$ cat src/hdl/gbw_pkg.sv
// shared types and constants of the glyph blitter
`default_nettype none
package gbw_pkg;

  // font store geometry: eight row bytes per glyph
  localparam int FONT_DEPTH = 768;
  localparam int FONT_AW    = 10;

  // input operation codes
  localparam logic OP_LOAD = 1'b0;
  localparam logic OP_DRAW = 1'b1;

  // draw sequencer states
  typedef enum logic [1:0] {
    ST_IDLE,
    ST_SETUP,
    ST_ROW,
    ST_SECOND
  } state_t;

  // clamped draw request handed to the sequencer
  typedef struct packed {
    logic [7:0] glyph;
    logic [7:0] line0;
    logic [3:0] col;
    logic [3:0] offs;
  } draw_req_t;

  // one masked word write
  typedef struct packed {
    logic [15:0] address;
    logic [15:0] data;
    logic [15:0] mask;
    logic        last;
  } word_t;

endpackage
`default_nettype wire

$ cat src/hdl/gbw_engine.sv
// row sequencer with one shared shifter that turns glyph rows into word writes
`default_nettype none
module gbw_engine #(
  parameter int WORDS_PER_LINE = 16
) (
  input  wire logic                       clk,
  input  wire logic                       rst,
  input  wire logic                       go,
  input  wire gbw_pkg::draw_req_t         req_in,
  input  wire logic [15:0]                base,
  output logic      [gbw_pkg::FONT_AW-1:0] rd_addr,
  input  wire logic [7:0]                 rd_data,
  output logic                            busy,
  output logic                            valid,
  output gbw_pkg::word_t                  word
);
  import gbw_pkg::*;

  localparam logic [15:0] WPL = 16'(WORDS_PER_LINE);

  state_t      state, state_next;
  draw_req_t   req;
  logic [2:0]  row;
  logic [15:0] addr;
  logic [15:0] hold_data;
  logic [15:0] hold_mask;
  logic        zero;

  logic        straddle;
  logic        last_row;
  logic [7:0]  row_bits;
  logic [31:0] shifted_data;
  logic [31:0] shifted_mask;
  logic [2:0]  rd_row;
  logic [10:0] rd_full;
  logic        emit;
  logic        row_done;
  word_t       word_next;

  assign straddle = req.offs > 4'd8;
  assign last_row = row == 3'd7;
  assign busy     = state != ST_IDLE;

  // shared shifter: glyph row placed across a left and a right word
  assign row_bits     = zero ? 8'h00 : rd_data;
  assign shifted_data = {row_bits, 24'h000000} >> req.offs;
  assign shifted_mask = {8'hff, 24'h000000} >> req.offs;

  // font read runs one row ahead of the emitted row
  assign rd_row  = (state == ST_SETUP) ? 3'd0 : row + 3'd1;
  assign rd_full = {req.glyph, rd_row};
  assign rd_addr = rd_full[FONT_AW-1:0];

  // next state
  always_comb begin
    state_next = state;
    unique case (state)
      ST_IDLE: begin
        if (go) state_next = ST_SETUP;
      end
      ST_SETUP: state_next = ST_ROW;
      ST_ROW: begin
        if (straddle) state_next = ST_SECOND;
        else if (last_row) state_next = ST_IDLE;
        else state_next = ST_ROW;
      end
      ST_SECOND: state_next = last_row ? ST_IDLE : ST_ROW;
      default: state_next = ST_IDLE;
    endcase
  end

  // word selection per state
  always_comb begin
    emit      = 1'b0;
    row_done  = 1'b0;
    word_next = word;
    unique case (state)
      ST_ROW: begin
        emit              = 1'b1;
        row_done          = !straddle;
        word_next.address = addr;
        word_next.data    = shifted_data[31:16];
        word_next.mask    = shifted_mask[31:16];
        word_next.last    = !straddle && last_row;
      end
      ST_SECOND: begin
        emit              = 1'b1;
        row_done          = 1'b1;
        word_next.address = addr + 16'd1;
        word_next.data    = hold_data;
        word_next.mask    = hold_mask;
        word_next.last    = last_row;
      end
      default: begin
        emit = 1'b0;
      end
    endcase
  end

  // control registers
  always_ff @(posedge clk) begin
    if (rst) begin
      state <= ST_IDLE;
      valid <= 1'b0;
      row   <= 3'd0;
    end else begin
      state <= state_next;
      valid <= emit;
      if (state == ST_SETUP) row <= 3'd0;
      else if (row_done) row <= row + 3'd1;
    end
  end

  // datapath registers
  always_ff @(posedge clk) begin
    if (go && state == ST_IDLE) req <= req_in;
    zero <= rd_full >= 11'(FONT_DEPTH);
    if (state == ST_SETUP) begin
      addr <= base + 16'(req.line0) * WPL + 16'(req.col);
    end else if (row_done) begin
      addr <= addr + WPL;
    end
    if (state == ST_ROW) begin
      hold_data <= shifted_data[15:0];
      hold_mask <= shifted_mask[15:0];
    end
    if (emit) word <= word_next;
  end

`ifndef NO_ASSERTIONS
  a_strobe_from_work: assert property (@(posedge clk) disable iff (rst)
    valid |-> $past(state == ST_ROW || state == ST_SECOND))
    else $error("word strobe without an emitting state");
  a_last_ends: assert property (@(posedge clk) disable iff (rst)
    (valid && word.last) |=> !valid)
    else $error("word strobe right after the final word");
  a_go_setup: assert property (@(posedge clk) disable iff (rst)
    (go && state == ST_IDLE) |=> state == ST_SETUP)
    else $error("draw not started");
  a_second_after_row: assert property (@(posedge clk) disable iff (rst)
    state == ST_SECOND |-> $past(state == ST_ROW))
    else $error("right word without left word");
`endif

endmodule
`default_nettype wire

$ cat config.mk
export PLATFORM = sky130hd
export DESIGN_NAME = gbw_engine
export DESIGN_NICKNAME = d
export VERILOG_FILES = /design/src/hdl/gbw_pkg.sv /design/src/hdl/gbw_engine.sv
export SDC_FILE = /design/constraint.sdc
export NUM_CORES = 1
export LEC_CHECK = 0
export BUFFER_PORTS_ARGS = -buffer_cell sky130_fd_sc_hd__buf_2
export CORE_ASPECT_RATIO = 1.5
export CORE_UTILIZATION = 45
export DETAILED_ROUTE_END_ITERATION = 8
export GPL_ROUTABILITY_DRIVEN = 1
export GPL_TIMING_DRIVEN = 0
export PLACE_DENSITY = 0.75
export SLEW_MARGIN = 20
export SYNTH_ARGS = -nofsm -noshare
export SYNTH_HDL_FRONTEND = slang
export SYNTH_SLANG_ARGS = --single-unit
$ cat constraint.sdc
create_clock -name clk -period 3.3 [get_ports clk]
set_input_delay 0.66 -clock clk [delete_from_list [all_inputs] [get_ports clk]]
set_output_delay 0.66 -clock clk [all_outputs]
set_load 0.05 [all_outputs]
Word level (Yosys, flattened, before mapping) --
Index checks and enable logic that the tools add are counted.
Cells by class: $add $sub $neg 5, multipliers 0, div/mod/pow operators 0, order comparisons 2, equality and inequality tests 5, shift operators 2, muxes and demuxes 11, bitwise gates (word level) 0, reductions and logical operators 10
Operators by type and width (number):
- $pmux 49 s2 | 1
- $mux 16 | 2
- $shr 32x4->32 | 1
- $shr 32x4->32 const A | 1
- $add 16x1->16 const B | 1
- $add 16x12->16 | 1
- $add 16x4->16 | 1
- $add 16x5->16 const B | 1
- $ge 11x10->1 const B | 1
- $mux 8 | 1
- $pmux 2 s4 | 1
- $mux 2 | 3
- $reduce_bool 2->1 | 3
- $eq 2x2->1 const B | 2
- $gt 4x4->1 const B | 1
- $reduce_or 2->1 | 2
- $add 3x1->3 const B | 1
- $eq 3x3->1 const B | 1
- $mux 3 | 1
- $eq 2x1->1 const B | 1
- $logic_and 1x1->1 | 2
- $logic_not 2->1 | 1
- $ne 2x2->1 const B | 1
- $pmux 1 s2 | 1
- 3 further kinds | 3
Storage, ports and cells: flip-flop bits (word level) 128, latch bits 0, memory bits (writable) 0, bits in read-only memories 0, input port bits 51, output and inout bits 61, word-level logic and storage cells 50, memories kept 0

Longest topological paths before layout --
depth in word-level cells 5, gate-level depth with buffers 8

Worst setup path before layout --
Ideal clock, no wire load.
path type register -> register, start point reg state[1], end point reg word[0] in the netlist's numbering, enable pin, data arrival time 1.937 ns, slack 0.940 ns, cell stages (with the launch flop) 3, buffers on the path 2, clock period less this slack 2.360 ns, cell sequence dfxtp_1 > clkbuf_1 > clkbuf_1
On the way: longest elaborated chain between the ends 4, elaborated cells between the ends (all ways) 6, those cells by class 2 x eq/ne; 1 x mux; 3 x reduce/logical
RTL lines:
- start, declared | line gbw_engine.sv:21 | state_t state, state_next;
- start signal, assigned | line gbw_engine.sv:107 | state <= state_next;
- $eq 2x2->1 | line gbw_engine.sv:77 | unique case (state)
- $reduce_or 2->1 (no line) (*)
- $mux 1 (*) | line gbw_engine.sv:77
- named net emit | line gbw_engine.sv:36 | logic emit;
- $reduce_and 2->1 (no line) (*)
- end signal, assigned | line gbw_engine.sv:127 | if (emit) word <= word_next;
- end, declared | line gbw_engine.sv:15 | output gbw_pkg::word_t word
The timed path passes the listed nets; every way through them passes the cells marked *. A chain may end at the register's enable or synchronous reset.

Final worst setup path --
start point reg state[0], end point out rd_addr[2] in the netlist's numbering
On the way: longest elaborated chain between the ends 2
RTL lines:
- $eq 2x1->1 | line gbw_engine.sv:50 | assign rd_row = (state == ST_SETUP) ? 3'd0 : row + 3'd1;
- $mux 3 | line gbw_engine.sv:50
- end, declared | line gbw_engine.sv:11 | output logic [gbw_pkg::FONT_AW-1:0] rd_addr,
No other way between the ends.

==> report_table.html <==
<table>
<tr><th>Metric</th><th>Value</th></tr>
<tr><th colspan="2">CTS</th></tr>
<tr><td>Count of hold-fix buffers inserted at cts</td><td>0</td></tr>
<tr><td>TritonCTS clock tree</td><td>built</td></tr>
<tr><td>Clock latency reported for the late side of the worst-skew pair</td><td>0.35 ns</td></tr>
<tr><td>Number of clock sinks</td><td>110</td></tr>
<tr><td>Cell at the root of the clock tree</td><td>sky130_fd_sc_hd__clkbuf_16</td></tr>
<tr><td>Clock transition at the register clock pins on the worst setup and hold paths after CTS</td><td>0.07 ns</td></tr>
<tr><td>Maximum clock insertion buffer count</td><td>2</td></tr>
<tr><td>Number of buffers inserted to repair setup after CTS</td><td>0</td></tr>
<tr><td>Number of instances resized during post-cts repair</td><td>0</td></tr>
<tr><td>Number of buffers created by CTS</td><td>9</td></tr>
<tr><td>Max H-tree Level</td><td>3</td></tr>
<tr><th colspan="2">Critical path</th></tr>
<tr><td>Critical path, cell by cell</td><td>clkbuf_2 -&gt; nand2b_1 -&gt; buf_2 -&gt; clkbuf_1 -&gt; and2_1 -&gt; buf_4 -&gt; buf_2</td></tr>
<tr><td>R2r setup slk</td><td>0.91 ns</td></tr>
<tr><td>Signal arrival time at the worst endpoint</td><td>2.07 ns</td></tr>
<tr><td>R2r startpoint</td><td>req[2]$_DFFE_PP_</td></tr>
<tr><td>Dominant cell type by count on the critical path</td><td>sky130_fd_sc_hd__buf_2</td></tr>
<tr><td>Endpoint kind of the worst setup timing path</td><td>output port</td></tr>
<tr><td>Data required time of the worst path</td><td>2.64 ns</td></tr>
<tr><td>Number of cells on the worst reg-to-reg path</td><td>8</td></tr>
<tr><td>Type of the setup path with the least slack</td><td>register to output port</td></tr>
<tr><td>Crit path max fanout</td><td>10</td></tr>
<tr><td>Highest cell delay on the worst timing path</td><td>0.41 ns</td></tr>
<tr><td>Critical-path cell with the highest stage delay</td><td>sky130_fd_sc_hd__clkbuf_1</td></tr>
<tr><td>Kind of start point of the critical path</td><td>register</td></tr>
<tr><td>Endpoint of the most critical register-to-register path</td><td>row[2]$_SDFFE_PP0P_</td></tr>
<tr><th colspan="2">GRT</th></tr>
<tr><td>Antenna violations before repair</td><td>0</td></tr>
<tr><td>Global route overflow</td><td>0</td></tr>
<tr><td>Total global-route track usage</td><td>0.195</td></tr>
<tr><td>Vias in the first global route</td><td>4148</td></tr>
<tr><td>Wire length of the first global-routing pass</td><td>19600 um</td></tr>
<tr><td>Largest net degree at the start of global routing</td><td>35</td></tr>
<tr><th colspan="2">STA</th></tr>
<tr><td>PnR worst setup slack</td><td>0.575 ns</td></tr>
<tr><td>Transition time at the pin with the least slew margin</td><td>0.782 ns</td></tr>
<tr><td>Relative slew slack</td><td>0.477</td></tr>
<tr><td>Final count of hold timing violations</td><td>0</td></tr>
<tr><td>Post-route fraction of the period consumed by the critical path</td><td>0.826</td></tr>
<tr><td>Setup repair after global routing missed its margin</td><td>false</td></tr>
<tr><td>Final Setup Violations</td><td>0</td></tr>
<tr><td>Slew Viols, Final</td><td>0</td></tr>
<tr><td>Timing-limited maximum frequency</td><td>0.367 GHz</td></tr>
<tr><td>Worst hold slack</td><td>0.437 ns</td></tr>
<tr><td>Time the worst path needs with I/O delays and setup</td><td>2.73 ns</td></tr>
<tr><td>TNS Setup</td><td>0 ns</td></tr>
<tr><td>Worst clock skew on the final layout</td><td>0.00689 ns</td></tr>
<tr><th colspan="2">Power</th></tr>
<tr><td>Sequential Power Share</td><td>0.488</td></tr>
<tr><td>Internal power</td><td>2480 uW</td></tr>
<tr><td>Switching component of the power</td><td>1010 uW</td></tr>
<tr><td>Power per Cell Area</td><td>516 nW/um2</td></tr>
<tr><td>Combinational Power Share</td><td>0.209</td></tr>
<tr><td>Worst vdd rail ir drop</td><td>0.263 mV</td></tr>
<tr><td>Standby leakage power</td><td>0.00273 uW</td></tr>
<tr><td>Final Power</td><td>3490 uW</td></tr>
<tr><td>Clock power share</td><td>0.303</td></tr>
<tr><td>Switching share of total power</td><td>0.288</td></tr>
<tr><th colspan="2">Cells and area</th></tr>
<tr><td>Growth of design area from synthesis to finish</td><td>19.0%</td></tr>
<tr><td>Share of post-route cells with drive strength above 1</td><td>0.257</td></tr>
<tr><td>Diodes inserted</td><td>0</td></tr>
<tr><td>Net total in the final layout</td><td>692</td></tr>
<tr><td>Filler cells</td><td>1085</td></tr>
<tr><th colspan="2">Logic synthesis</th></tr>
<tr><td>Multiplexer share of the synthesized area</td><td>0.0249</td></tr>
<tr><td>Async SR Flop Fraction</td><td>0</td></tr>
<tr><td>Number of unique standard cell types used by synthesis</td><td>61</td></tr>
<tr><td>Number of enable-type register cells in the synthesized netlist</td><td>103</td></tr>
<tr><td>Count of yosys warnings during synthesis</td><td>0</td></tr>
<tr><td>Instance count of the mapped netlist</td><td>498</td></tr>
<tr><td>Synthesized-area fraction occupied by ao, oa, aoi and oai cells</td><td>0.113</td></tr>
<tr><td>Portion of the post-synthesis area used by sequential elements</td><td>0.569</td></tr>
<tr><td>Fraction of the mapped netlist area in adder cells</td><td>0.0431</td></tr>
<tr><td>Avg Synthesized Cell Area</td><td>11.4 um2</td></tr>
<tr><td>Leading register cell type out of synthesis</td><td>sky130_fd_sc_hd__edfxtp_1</td></tr>
<tr><td>Simple-gate share of the synthesized area</td><td>0.148</td></tr>
<tr><td>Seq cells post-synth</td><td>110</td></tr>
<tr><td>XOR/XNOR share of the synthesized area</td><td>0.0555</td></tr>
<tr><td>Combinational family with the most area after synthesis</td><td>simple AND/OR/NAND/NOR gates</td></tr>
<tr><td>Syn Nets</td><td>568</td></tr>
<tr><td>Area of the mapped netlist</td><td>5680 um2</td></tr>
<tr><th colspan="2">Route</th></tr>
<tr><td>Number of nets still failing antenna checks after routing</td><td>0</td></tr>
<tr><td>Number of vias after detailed routing</td><td>4184</td></tr>
<tr><td>Detailed-route vias per instance</td><td>5.36</td></tr>
<tr><td>DRC violations left</td><td>0</td></tr>
<tr><td>Number of DRC markers after the initial detailed-route iteration</td><td>160</td></tr>
<tr><td>Drt first pass iters</td><td>6</td></tr>
<tr><td>WL/cell</td><td>15.8 um</td></tr>
<tr><td>Total routed wirelength</td><td>12300 um</td></tr>
<tr><th colspan="2">Run</th></tr>
<tr><td>Max-cap violation count</td><td>0</td></tr>
<tr><th colspan="2">Die</th></tr>
<tr><td># IOs</td><td>112</td></tr>
<tr><td>Die outline width</td><td>93.8 um</td></tr>
<tr><td>Initial core utilization</td><td>0.468</td></tr>
<tr><td>Total number of placement rows</td><td>49</td></tr>
<tr><td>Die area</td><td>13100 um2</td></tr>
<tr><td>Placeable core region</td><td>12100 um2</td></tr>
<tr><td>Vert. Die Dim</td><td>140 um</td></tr>
<tr><th colspan="2">Worst hold path</th></tr>
<tr><td>Worst hold path depth</td><td>1</td></tr>
<tr><td>Path category of the worst min-delay check</td><td>register to register</td></tr>
<tr><td>Source of the worst hold timing path</td><td>rd_full[10]$_DFFE_PP_</td></tr>
<tr><td>Endpoint with the worst hold slack</td><td>zero$_DFF_P_</td></tr>
<tr><th colspan="2">Status</th></tr>
<tr><td>Status</td><td>finished clean</td></tr>
<tr><th colspan="2">Placement</th></tr>
<tr><td>Post-detailed-placement half-perimeter wirelength</td><td>9640 um</td></tr>
<tr><td>Routability Congestion</td><td>0.887</td></tr>
<tr><td>Port bufs</td><td>111</td></tr>
<tr><td>Worst setup slack before clock tree synthesis</td><td>0.624 ns</td></tr>
</table>
routing by layer:
metal  vias up  part of all wire  global-route usage
li1       2077                 -                   -
met1      1925              0.38               0.206
met2       150              0.55               0.364
met3        32             0.046              0.0372
met4         0             0.032              0.0883
met5         -                 0                   0
critical path, delay by kind of cell, from the launching register on:
| kind | cells | cell delay, ns |
|---|---|---|
| buffers and inverters | 5 | 1.12 |
| and+or+nand+nor | 2 | 0.29 |
| DFF | 1 | 0.30 |
state kept, by name, summed over array words and instances, names as in the netlist:
| signal | count |
|---|---|
| state | 2 |
| row | 3 |
| rd_addr | 7 |
| rd_full | 1 |
| word | 49 |
| zero | 1 |
| hold_mask | 7 |
| addr | 16 |
| valid | 1 |
| hold_data | 7 |
| req | 16 |
worst max-delay path by stage:
stage                               start  slack [ns]                endpoint
floorplan           state[1]$_SDFFE_PP0P_        0.94       word[0]$_DFFE_PP_
global placement    state[1]$_SDFFE_PP0P_        0.40  word[17]$_SDFFCE_PN0P_
detailed placement                base[0]        0.62      addr[12]$_DFFE_PP_
CTS                 state[0]$_SDFFE_PP0P_        0.56              rd_addr[1]
global route        state[0]$_SDFFE_PP0P_        0.47              rd_addr[1]
finish              state[0]$_SDFFE_PP0P_        0.57              rd_addr[2]
through the flow:
step / cells / instance area [um2] / util
after CTS: 780 / 6760 / 0.557
after floorplan: 498 / 5680 / -
after global placement: 762 / 6430 / 0.530
after detailed placement: 764 / 6470 / 0.533
after global routing: 780 / 6760 / 0.557
final: 780 / 6760 / 0.557
power by group through the flow:
stage	Clock, uW	Combinational [uW]	Sequential (uW)
finish	1060	729	1700
floorplan	0	406	1860
global placement	0	709	1730
CTS	1080	730	1700
detailed placement	0	726	1730
global route	1130	795	1710
synth_stat cells, drive strengths merged, types with 2 or more instances:
cell,number,share of area
buf,23,0.026
o31ai,4,0.0053
a211oi,7,0.0092
nor3b,5,0.0066
o21ai,20,0.018
xnor2,18,0.028
inv,16,0.011
dfxtp,7,0.025
edfxtp,103,0.54
clkbuf,15,0.010
nand3b,2,0.0026
a22o,7,0.011
and2,13,0.014
nand4,7,0.0077
mux2i,13,0.023
ha,18,0.040
o22ai,3,0.0033
nor2b,5,0.0055
nand2,39,0.026
o21a,3,0.0040
nand3,14,0.012
and3,3,0.0033
nand2b,4,0.0044
or3,2,0.0022
o211ai,6,0.0079
a22oi,2,0.0026
a21oi,17,0.015
a21o,9,0.012
nor3,25,0.024
nor2,42,0.028
o32ai,2,0.0031
nor4,4,0.0044
xor2,18,0.028
o21bai,2,0.0026
placed cells by master (no fill, tap or decap), drive strengths merged, types with 3 or more instances in the layout:
cell type / instances
buf: 136
edfxtp: 103
nor2: 42
nand2: 39
nor3: 25
clkbuf: 25
o21ai: 20
xor2: 18
xnor2: 18
ha: 18
a21oi: 17
inv: 16
nand3: 14
and2: 13
mux2i: 13
a21o: 9
nand4: 7
a22o: 7
a211oi: 7
dfxtp: 7
o211ai: 6
clkinv: 6
nor3b: 5
nor2b: 5
nor4: 4
nand2b: 4
o31ai: 4
and3: 3
o21a: 3
o22ai: 3
layout make-up:
cell class                      instances  area (um2)  area share
Buffer                                 38         204      0.0302
Clock buffer                           10         229      0.0339
Clock inverter                          6        62.6     0.00925
Inverter                               17        63.8     0.00943
Multi-Input combinational cell        333        2190       0.324
Sequential cell                       110        3230       0.478
Tap cell                              153         191      0.0283
Timing Repair Buffer                  113         591      0.0873
kinds of logic (layout without fill, tap and decap cells):
logic type / count (synthesis) / after routing
simple gates: 170 / 170
mux: 14 / 14
fa+ha+maj: 19 / 19
flops: 110 / 110
xor+xnor: 36 / 36
compound gates: 94 / 94
buf+inv: 55 / 184
Note: power is estimated with default switching activity, not from simulation.
